**config.mk**
```make
export PLATFORM = sky130hd
export DESIGN_NAME = weld_cycle_sequencer_core
export DESIGN_NICKNAME = d
export VERILOG_FILES = /design/src/rtl/core/wcs_pkg.sv /design/src/rtl/core/wcs_step.sv /design/src/rtl/core/wcs_cfg_regs.sv /design/src/rtl/core/weld_cycle_sequencer_core.sv
export SDC_FILE = /design/constraint.sdc
export NUM_CORES = 1
export LEC_CHECK = 0
export BUFFER_PORTS_ARGS = -buffer_cell sky130_fd_sc_hd__buf_2
export CORE_MARGIN = 3
export CORE_UTILIZATION = 57
export DETAILED_ROUTE_END_ITERATION = 6
export GPL_ROUTABILITY_DRIVEN = 0
export GPL_TIMING_DRIVEN = 0
export PLACE_DENSITY = 0.76
export SKIP_CTS_REPAIR_TIMING = 1
export SLEW_MARGIN = 20
export SYNTH_ARGS = -nofsm -noshare
export SYNTH_HDL_FRONTEND = slang
export SYNTH_SLANG_ARGS = --single-unit
export TNS_END_PERCENT = 100
```
**constraint.sdc**
```tcl
create_clock -name aclk -period 4.4 [get_ports aclk]
set_input_delay 1.1 -clock aclk [delete_from_list [all_inputs] [get_ports aclk]]
set_output_delay 1.1 -clock aclk [all_outputs]
set_load 0.1 [all_outputs]
```
**src/rtl/core/wcs_pkg.sv**
```systemverilog
`default_nettype none

package wcs_pkg;

    localparam int unsigned PhaseW = 4;
    localparam int unsigned CountW = 12;
    localparam int unsigned ModeW  = 2;
    localparam int unsigned UnitW  = 4;
    localparam int unsigned AddrW  = 3;
    localparam int unsigned DataW  = 4;

    localparam logic [CountW-1:0] CountMax = {CountW{1'b1}};

    // cycle phases
    localparam logic [PhaseW-1:0] PH_IDLE    = 4'd0;
    localparam logic [PhaseW-1:0] PH_PREGAS  = 4'd1;
    localparam logic [PhaseW-1:0] PH_IGNITE  = 4'd2;
    localparam logic [PhaseW-1:0] PH_2T      = 4'd3;
    localparam logic [PhaseW-1:0] PH_4TA     = 4'd4;
    localparam logic [PhaseW-1:0] PH_4TB     = 4'd5;
    localparam logic [PhaseW-1:0] PH_CPULSE  = 4'd6;
    localparam logic [PhaseW-1:0] PH_CPAUSE  = 4'd7;
    localparam logic [PhaseW-1:0] PH_TACK    = 4'd8;
    localparam logic [PhaseW-1:0] PH_POSTGAS = 4'd9;
    localparam logic [PhaseW-1:0] PH_WAITREL = 4'd10;

    // weld modes
    localparam logic [ModeW-1:0] MODE_2T    = 2'd0;
    localparam logic [ModeW-1:0] MODE_4T    = 2'd1;
    localparam logic [ModeW-1:0] MODE_COLD  = 2'd2;
    localparam logic [ModeW-1:0] MODE_TACK  = 2'd3;

    // register indexes
    localparam logic [AddrW-1:0] REG_MODE     = 3'd0;
    localparam logic [AddrW-1:0] REG_PRE_GAS  = 3'd1;
    localparam logic [AddrW-1:0] REG_POST_GAS = 3'd2;
    localparam logic [AddrW-1:0] REG_ARC      = 3'd3;
    localparam logic [AddrW-1:0] REG_PULSE    = 3'd4;

    // register reset values
    localparam logic [ModeW-1:0] RST_MODE     = MODE_2T;
    localparam logic [UnitW-1:0] RST_PRE_GAS  = 4'd2;
    localparam logic [UnitW-1:0] RST_POST_GAS = 4'd5;
    localparam logic [UnitW-1:0] RST_ARC      = 4'd2;
    localparam logic [UnitW-1:0] RST_PULSE    = 4'd2;

    // milliseconds per unit
    localparam int unsigned MsW = 9;
    localparam logic [MsW-1:0] MS_PRE_GAS  = 9'd250;
    localparam logic [MsW-1:0] MS_POST_GAS = 9'd375;
    localparam logic [MsW-1:0] MS_IGNITE   = 9'd100;
    localparam logic [MsW-1:0] MS_TACK     = 9'd100;
    localparam logic [MsW-1:0] MS_CPULSE   = 9'd10;
    localparam logic [MsW-1:0] MS_CPAUSE   = 9'd50;

    typedef struct packed {
        logic [ModeW-1:0] weld_mode;
        logic [UnitW-1:0] pre_gas_units;
        logic [UnitW-1:0] post_gas_units;
        logic [UnitW-1:0] arc_units;
        logic [UnitW-1:0] pulse_units;
    } cfg_t;

    typedef struct packed {
        logic [PhaseW-1:0] phase;
        logic [CountW-1:0] countdown;
        logic              gas;
        logic              power;
        logic              starter;
    } seq_state_t;

    // units times a fixed step, clamped to the countdown range
    function automatic logic [CountW-1:0] load_time(input logic [UnitW-1:0] units,
                                                    input logic [MsW-1:0] ms_per_unit);
        logic [UnitW+MsW-1:0] prod;
        prod = units * ms_per_unit;
        if (prod > (UnitW+MsW)'(CountMax)) begin
            return CountMax;
        end
        return prod[CountW-1:0];
    endfunction

endpackage

`default_nettype wire

```
**src/rtl/core/wcs_step.sv**
```systemverilog
`default_nettype none

module wcs_step (
    input  wire wcs_pkg::seq_state_t cur,
    input  wire wcs_pkg::cfg_t       cfg,
    input  wire logic                trigger_held,
    input  wire logic                menu_active,
    input  wire logic                purge_request,
    output wcs_pkg::seq_state_t      nxt
);

    logic [wcs_pkg::CountW-1:0] cnt_dec;
    logic                       expired;
    logic [wcs_pkg::CountW-1:0] post_load;

    assign cnt_dec   = cur.countdown - {{(wcs_pkg::CountW-1){1'b0}}, |cur.countdown};
    assign expired   = (cnt_dec == '0);
    assign post_load = wcs_pkg::load_time(cfg.post_gas_units, wcs_pkg::MS_POST_GAS);

    always_comb begin
        nxt           = cur;
        nxt.countdown = cnt_dec;
        unique case (cur.phase)
            wcs_pkg::PH_IDLE: begin
                nxt.power   = 1'b0;
                nxt.starter = 1'b0;
                if (trigger_held && !menu_active) begin
                    nxt.gas       = 1'b1;
                    nxt.countdown = wcs_pkg::load_time(cfg.pre_gas_units,
                                                       wcs_pkg::MS_PRE_GAS);
                    nxt.phase     = wcs_pkg::PH_PREGAS;
                end else begin
                    nxt.gas = purge_request && !menu_active;
                end
            end
            wcs_pkg::PH_PREGAS: begin
                if (expired) begin
                    nxt.power   = 1'b1;
                    nxt.starter = 1'b1;
                    if (cfg.weld_mode == wcs_pkg::MODE_COLD) begin
                        nxt.countdown = wcs_pkg::load_time(cfg.arc_units, wcs_pkg::MS_CPULSE);
                        nxt.phase     = wcs_pkg::PH_CPULSE;
                    end else if (cfg.weld_mode == wcs_pkg::MODE_TACK) begin
                        nxt.countdown = wcs_pkg::load_time(cfg.pulse_units, wcs_pkg::MS_TACK);
                        nxt.phase     = wcs_pkg::PH_TACK;
                    end else begin
                        nxt.countdown = wcs_pkg::load_time(cfg.arc_units, wcs_pkg::MS_IGNITE);
                        nxt.phase     = wcs_pkg::PH_IGNITE;
                    end
                end
            end
            wcs_pkg::PH_IGNITE: begin
                if (expired) begin
                    nxt.starter = 1'b0;
                    nxt.phase   = (cfg.weld_mode == wcs_pkg::MODE_2T) ?
                                  wcs_pkg::PH_2T : wcs_pkg::PH_4TA;
                end
            end
            wcs_pkg::PH_2T: begin
                if (!trigger_held) begin
                    nxt.power     = 1'b0;
                    nxt.starter   = 1'b0;
                    nxt.countdown = post_load;
                    nxt.phase     = wcs_pkg::PH_POSTGAS;
                end
            end
            wcs_pkg::PH_4TA: begin
                if (!trigger_held) begin
                    nxt.phase = wcs_pkg::PH_4TB;
                end
            end
            wcs_pkg::PH_4TB: begin
                if (trigger_held) begin
                    nxt.power     = 1'b0;
                    nxt.starter   = 1'b0;
                    nxt.countdown = post_load;
                    nxt.phase     = wcs_pkg::PH_POSTGAS;
                end
            end
            wcs_pkg::PH_CPULSE: begin
                if (!trigger_held) begin
                    nxt.power     = 1'b0;
                    nxt.starter   = 1'b0;
                    nxt.countdown = post_load;
                    nxt.phase     = wcs_pkg::PH_POSTGAS;
                end else if (expired) begin
                    nxt.power     = 1'b0;
                    nxt.starter   = 1'b0;
                    nxt.countdown = wcs_pkg::load_time(cfg.pulse_units, wcs_pkg::MS_CPAUSE);
                    nxt.phase     = wcs_pkg::PH_CPAUSE;
                end
            end
            wcs_pkg::PH_CPAUSE: begin
                if (!trigger_held) begin
                    nxt.power     = 1'b0;
                    nxt.starter   = 1'b0;
                    nxt.countdown = post_load;
                    nxt.phase     = wcs_pkg::PH_POSTGAS;
                end else if (expired) begin
                    nxt.power     = 1'b1;
                    nxt.starter   = 1'b1;
                    nxt.countdown = wcs_pkg::load_time(cfg.arc_units, wcs_pkg::MS_CPULSE);
                    nxt.phase     = wcs_pkg::PH_CPULSE;
                end
            end
            wcs_pkg::PH_TACK: begin
                if (expired) begin
                    nxt.power     = 1'b0;
                    nxt.starter   = 1'b0;
                    nxt.countdown = post_load;
                    nxt.phase     = wcs_pkg::PH_POSTGAS;
                end
            end
            wcs_pkg::PH_POSTGAS: begin
                nxt.gas     = 1'b1;
                nxt.power   = 1'b0;
                nxt.starter = 1'b0;
                if (expired) begin
                    nxt.gas   = 1'b0;
                    nxt.phase = wcs_pkg::PH_WAITREL;
                end
            end
            wcs_pkg::PH_WAITREL: begin
                if (!trigger_held) begin
                    nxt.phase = wcs_pkg::PH_IDLE;
                end
            end
            default: begin
                // unused code: drop back to idle with everything off
                nxt.gas     = 1'b0;
                nxt.power   = 1'b0;
                nxt.starter = 1'b0;
                nxt.phase   = wcs_pkg::PH_IDLE;
            end
        endcase
    end

endmodule

`default_nettype wire

```
**src/rtl/core/wcs_cfg_regs.sv**
```systemverilog
`default_nettype none

module wcs_cfg_regs (
    input  wire logic                      aclk,
    input  wire logic                      aresetn,
    input  wire logic                      cfg_we,
    input  wire logic [wcs_pkg::AddrW-1:0] cfg_addr,
    input  wire logic [wcs_pkg::DataW-1:0] cfg_wdata,
    output wcs_pkg::cfg_t                  cfg
);

    wcs_pkg::cfg_t cfg_reg;
    wcs_pkg::cfg_t cfg_next;

    always_comb begin
        cfg_next = cfg_reg;
        if (cfg_we) begin
            unique case (cfg_addr)
                wcs_pkg::REG_MODE:     cfg_next.weld_mode      = cfg_wdata[wcs_pkg::ModeW-1:0];
                wcs_pkg::REG_PRE_GAS:  cfg_next.pre_gas_units  = cfg_wdata;
                wcs_pkg::REG_POST_GAS: cfg_next.post_gas_units = cfg_wdata;
                wcs_pkg::REG_ARC:      cfg_next.arc_units      = cfg_wdata;
                wcs_pkg::REG_PULSE:    cfg_next.pulse_units    = cfg_wdata;
                default:               cfg_next = cfg_reg;
            endcase
        end
    end

    always_ff @(posedge aclk) begin
        if (!aresetn) begin
            cfg_reg.weld_mode      <= wcs_pkg::RST_MODE;
            cfg_reg.pre_gas_units  <= wcs_pkg::RST_PRE_GAS;
            cfg_reg.post_gas_units <= wcs_pkg::RST_POST_GAS;
            cfg_reg.arc_units      <= wcs_pkg::RST_ARC;
            cfg_reg.pulse_units    <= wcs_pkg::RST_PULSE;
        end else begin
            cfg_reg <= cfg_next;
        end
    end

    assign cfg = cfg_reg;

endmodule

`default_nettype wire

```
**src/rtl/core/weld_cycle_sequencer_core.sv**
```systemverilog
// A result beat is presented the cycle after its tick is accepted.
// Throughput: one tick per clock; the single-pass step logic between the
// state register and the result register sets this, stalling only while a
// held result is not taken.
// Reset (aresetn low at a clock edge): phase idle, countdown zero, all
// enables off, registers to defaults, result register empty.
`default_nettype none

module weld_cycle_sequencer_core (
    input  wire logic                      aclk,
    input  wire logic                      aresetn,
    input  wire logic                      s_valid,
    output logic                           s_ready,
    input  wire logic                      s_trigger_held,
    input  wire logic                      s_menu_active,
    input  wire logic                      s_purge_request,
    output logic                           m_valid,
    input  wire logic                      m_ready,
    output logic                           m_gas_on,
    output logic                           m_power_on,
    output logic                           m_starter_on,
    output logic [wcs_pkg::PhaseW-1:0]     m_phase,
    input  wire logic                      cfg_we,
    input  wire logic [wcs_pkg::AddrW-1:0] cfg_addr,
    input  wire logic [wcs_pkg::DataW-1:0] cfg_wdata
);

    wcs_pkg::cfg_t       cfg;
    wcs_pkg::seq_state_t state_reg;
    wcs_pkg::seq_state_t state_next;
    logic                m_valid_reg;
    logic                m_valid_next;
    logic                s_beat;

    wcs_cfg_regs u_cfg (
        .aclk      (aclk),
        .aresetn   (aresetn),
        .cfg_we    (cfg_we),
        .cfg_addr  (cfg_addr),
        .cfg_wdata (cfg_wdata),
        .cfg       (cfg)
    );

    wcs_step u_step (
        .cur           (state_reg),
        .cfg           (cfg),
        .trigger_held  (s_trigger_held),
        .menu_active   (s_menu_active),
        .purge_request (s_purge_request),
        .nxt           (state_next)
    );

    // take a new tick whenever the result slot is empty or being emptied
    assign s_ready = !m_valid_reg || m_ready;
    assign s_beat  = s_valid && s_ready;

    always_comb begin
        m_valid_next = m_valid_reg;
        if (s_beat) begin
            m_valid_next = 1'b1;
        end else if (m_ready) begin
            m_valid_next = 1'b0;
        end
    end

    always_ff @(posedge aclk) begin
        if (!aresetn) begin
            state_reg.phase     <= wcs_pkg::PH_IDLE;
            state_reg.countdown <= '0;
            state_reg.gas       <= 1'b0;
            state_reg.power     <= 1'b0;
            state_reg.starter   <= 1'b0;
            m_valid_reg         <= 1'b0;
        end else begin
            m_valid_reg <= m_valid_next;
            if (s_beat) begin
                state_reg <= state_next;
            end
        end
    end

    // the state after each tick is the result beat itself
    assign m_valid      = m_valid_reg;
    assign m_gas_on     = state_reg.gas;
    assign m_power_on   = state_reg.power;
    assign m_starter_on = state_reg.starter;
    assign m_phase      = state_reg.phase;

endmodule

`default_nettype wire

```
==> impl_metrics.py <==
metrics = {
    "die": {
        "initial_core_util_pct": 58.71,
        "rows": 33,
        "io_pins": 24,
        "core_area_mm2": 0.008258,
        "dieArea_mm2": 0.009648,
        "die_w_um": 98.23,
        "dieHeight_um": 98.23,
    },
    "setup_path": {
        "crit_path_max_incr_delay_ns": 0.52,
        "crit_path_cell_trace": "buf_6, or3_4, buf_6, or2_4, or4_4, ha_4, ha_4, or3b_4, o32a_4, o32a_1, buf_4, nor4_1, nor2_1, a221oi_1, o22ai_1",
        "start_kind": "flip-flop",
        "critPathMaxFanout": 9,
        "worstPathArrival_ns": 4.62,
        "worst-path-buf-inv": 3,
        "critical-path-top-delay-family": "simple AND/OR/NAND/NOR gates",
        "endpoint_kind": "flip-flop",
        "cp_slowest_cell": "nor4_1",
        "required_ns": 4.57,
        "worstSetupPathType": "flip-flop to flip-flop",
    },
    "cells_and_area": {
        "drive_above_1_share_pct": 13.96,
        "final_common_cell": "ha_1",
        "final_nets": 738,
        "fillers": 706,
        "diodes": 0,
        "largest_reg_flops": 18,
        "syn_to_final_growth_pct": 13.86,
        "final_cell_mix": "55 x ha_1, 46 x inv_1, 44 x o21ai_0, 37 x dfxtp_1",
    },
    "synth": {
        "synth_area_mm2": 0.004848,
        "ys_seq_elements": 38,
        "ys_seq_area_share_pct": 15.69,
        "yosysWarnings": 0,
        "synth_area_per_cell_um2": 7.935,
        "syn_nets": 698,
        "synth-edff-count": 0,
        "ys_types": 79,
        "synthCells": 611,
        "synth_flop_cell": "dfxtp_1",
        "async_flop_share_pct": 0,
    },
    "detailed_routing": {
        "drc_errors": 0,
        "drtIter0Drc": 641,
        "drtAntennaViolNets": 0,
        "num_vias": 4999,
        "wl_per_cell_um": 19.39,
        "dr.pass1.iters": 7,
        "vias_per_cell": 6.604,
        "wl_um": 14680,
    },
    "global_route": {
        "grtUsageTotal_pct": 28.62,
        "grt_max_degree": 14,
        "first_global_vias": 4500,
        "grt_pass1_wl_um": 22740,
        "antenna_found_initial": 0,
        "grt-ovfl-total": 0,
    },
    "clocking": {
        "cts_tree": "yes",
        "clk_latency_ns": 0.32,
        "cts.htree.levels": 2,
        "ctsLongestPathBuffers": 2,
        "cts-root-buf": "clkbuf_8",
        "clkTransAtPathRegs_ns": 0.10,
        "cts-buffers-inserted": 5,
        "cts.sinks": 38,
    },
    "power": {
        "p_int_mw": 1.110,
        "power_density_mw_per_mm2": 387.0,
        "power.switching_mw": 1.027,
        "irDropWorstVdd_mv": 0.1786,
        "power.leakage_nw": 2.269,
        "swShare_pct": 48.06,
        "finalPower_mw": 2.136,
        "p_clk_share_pct": 18.1,
        "p_comb_share_pct": 61.6,
        "seqPwrFrac_pct": 20.3,
    },
    "timing": {
        "setup_viol": 1,
        "setup_tns_ns": -0.05320,
        "hold_viol": 0,
        "relSlewSlack_pct": 17.25,
        "timing.final.crit_share_pct": 101.2,
        "fmax_mhz": 224.6,
        "worst_slack_ns": -0.05320,
        "drv_slew": 0,
        "tightest_slew_ns": 1.232,
        "fin_worst_skew_ns": 0.01115,
        "period_minus_slack_ns": 4.453,
    },
    "hold_path": {
        "hp-class": "flip-flop to flip-flop",
    },
    "placement": {
        "io_buffers": 21,
        "dpl.hpwl_um": 10910,
    },
    "flow_run": {
        "max_cap_viol_count": 0,
    },
    "outcome": {
        "status": "finished with violations",
        "violations": "setup timing",
    },
}
kinds of logic after synthesis:
| logic type | share of synthesized area, % |
|---|---|
| buffers and inverters | 7.690 |
| AO/OA/AOI/OAI | 27.05 |
| adder cells (fa/ha/maj) | 20.90 |
| AND/OR/NAND/NOR | 19.10 |
| multiplexers | 5.419 |
| XOR/XNOR | 4.155 |
| flip-flops | 15.69 |
per-layer routing:
metal / up-vias / global-route usage [%] / wire length, um
met5: - / 0 / 0
met4: 0 / 9.769 / 641
met3: 75 / 7.143 / 1611
met2: 325 / 44.29 / 6427
met1: 2273 / 39.00 / 5995
li1: 2326 / - / -
worst paths after layout:
kind,startpoint,to,slack (ns),cells after the start
setup / recovery,state_reg[7]$_SDFFE_PN0P_,state_reg[10]$_SDFFE_PN0P_,-0.05,15
hold / removal,m_starter_on$_SDFFE_PN0P_,m_starter_on$_SDFFE_PN0P_,0.50,2
setup reg to reg,state_reg[7]$_SDFFE_PN0P_,state_reg[10]$_SDFFE_PN0P_,-0.05,15
hold reg to reg,m_starter_on$_SDFFE_PN0P_,m_starter_on$_SDFFE_PN0P_,0.50,2
worst register-to-register path, stage by stage, from the launching register on:
cell	delay [ns]
dfxtp_2	0.33
buf_6	0.13
or3_4	0.38
buf_6	0.13
or2_4	0.25
or4_4	0.43
ha_4	0.19
ha_4	0.16
or3b_4	0.36
o32a_4	0.21
o32a_1	0.23
buf_4	0.16
nor4_1	0.52
nor2_1	0.21
a221oi_1	0.43
o22ai_1	0.16
cell usage after synthesis (all sizes together) (3+ instances only):
| library cell | count | area share (%) |
|---|---|---|
| mux2i | 24 | 5.0 |
| nor3 | 22 | 2.3 |
| or4 | 3 | 0.57 |
| a22oi | 5 | 0.77 |
| o211ai | 3 | 0.46 |
| a2111oi | 3 | 0.54 |
| or2 | 5 | 0.65 |
| o311ai | 3 | 0.54 |
| nor4 | 5 | 0.77 |
| o31ai | 6 | 1.0 |
| or3 | 7 | 0.93 |
| a21oi | 32 | 3.3 |
| nand2 | 37 | 2.9 |
| nand2b | 7 | 0.90 |
| and2 | 4 | 0.54 |
| xor2 | 10 | 1.8 |
| nor2 | 37 | 2.9 |
| nor2b | 22 | 2.8 |
| a21boi | 3 | 0.46 |
| clkbuf | 25 | 1.9 |
| buf | 12 | 2.1 |
| a211oi | 10 | 1.5 |
| o22ai | 7 | 0.90 |
| o221ai | 5 | 0.90 |
| o21ai | 47 | 4.9 |
| ha | 57 | 15 |
| a31oi | 15 | 1.9 |
| nand4 | 3 | 0.39 |
| inv | 46 | 3.6 |
| dfxtp | 38 | 16 |
| nand3 | 12 | 1.2 |
| o32ai | 3 | 0.54 |
| o21a | 11 | 1.7 |
| fa | 15 | 6.2 |
| xnor2 | 13 | 2.3 |
| o21bai | 4 | 0.62 |
| nor3b | 4 | 0.62 |
| a21o | 7 | 1.1 |
| o31a | 4 | 0.72 |
| a221oi | 4 | 0.72 |
power groups by stage:
| stage | combinational, mW | sequential, mW | clock (mW) |
|---|---|---|---|
| 3_3_place_gp | 1.11 | 0.434 | 0 |
| 3_5_place_dp | 1.12 | 0.436 | 0 |
| 6_report | 1.32 | 0.434 | 0.387 |
| 4_1_cts | 1.13 | 0.428 | 0.386 |
| 5_1_grt | 1.39 | 0.439 | 0.399 |
| 2_1_floorplan | 0.861 | 0.439 | 0 |
metrics by stage:
stage	instance area [um^2]	util, %	cells	setup WS, ns	hold slack (ns)
2_1_floorplan	4848	-	611	0.1638	0.5175
3_3_place_gp	5085	61.58	737	-0.4484	0.4634
3_5_place_dp	5085	61.58	737	-0.4512	0.4874
4_1_cts	5223	63.24	745	-0.5103	0.5029
5_1_grt	5520	66.85	757	-0.04698	0.5380
6_report	5520	66.85	757	-0.05320	0.4961
layout make-up:
type	count	area [um^2]	share of cell area, %
plain buffers	37	212.7	3.853
clock buffers	5	68.82	1.247
clock inverters	3	68.82	1.247
inverters	47	176.4	3.196
multi-input cells	489	3887	70.42
flip-flops and latches	38	762.0	13.80
well taps	105	131.4	2.380
repair buffers	33	212.7	3.853
(Power assumes the default switching activity.)
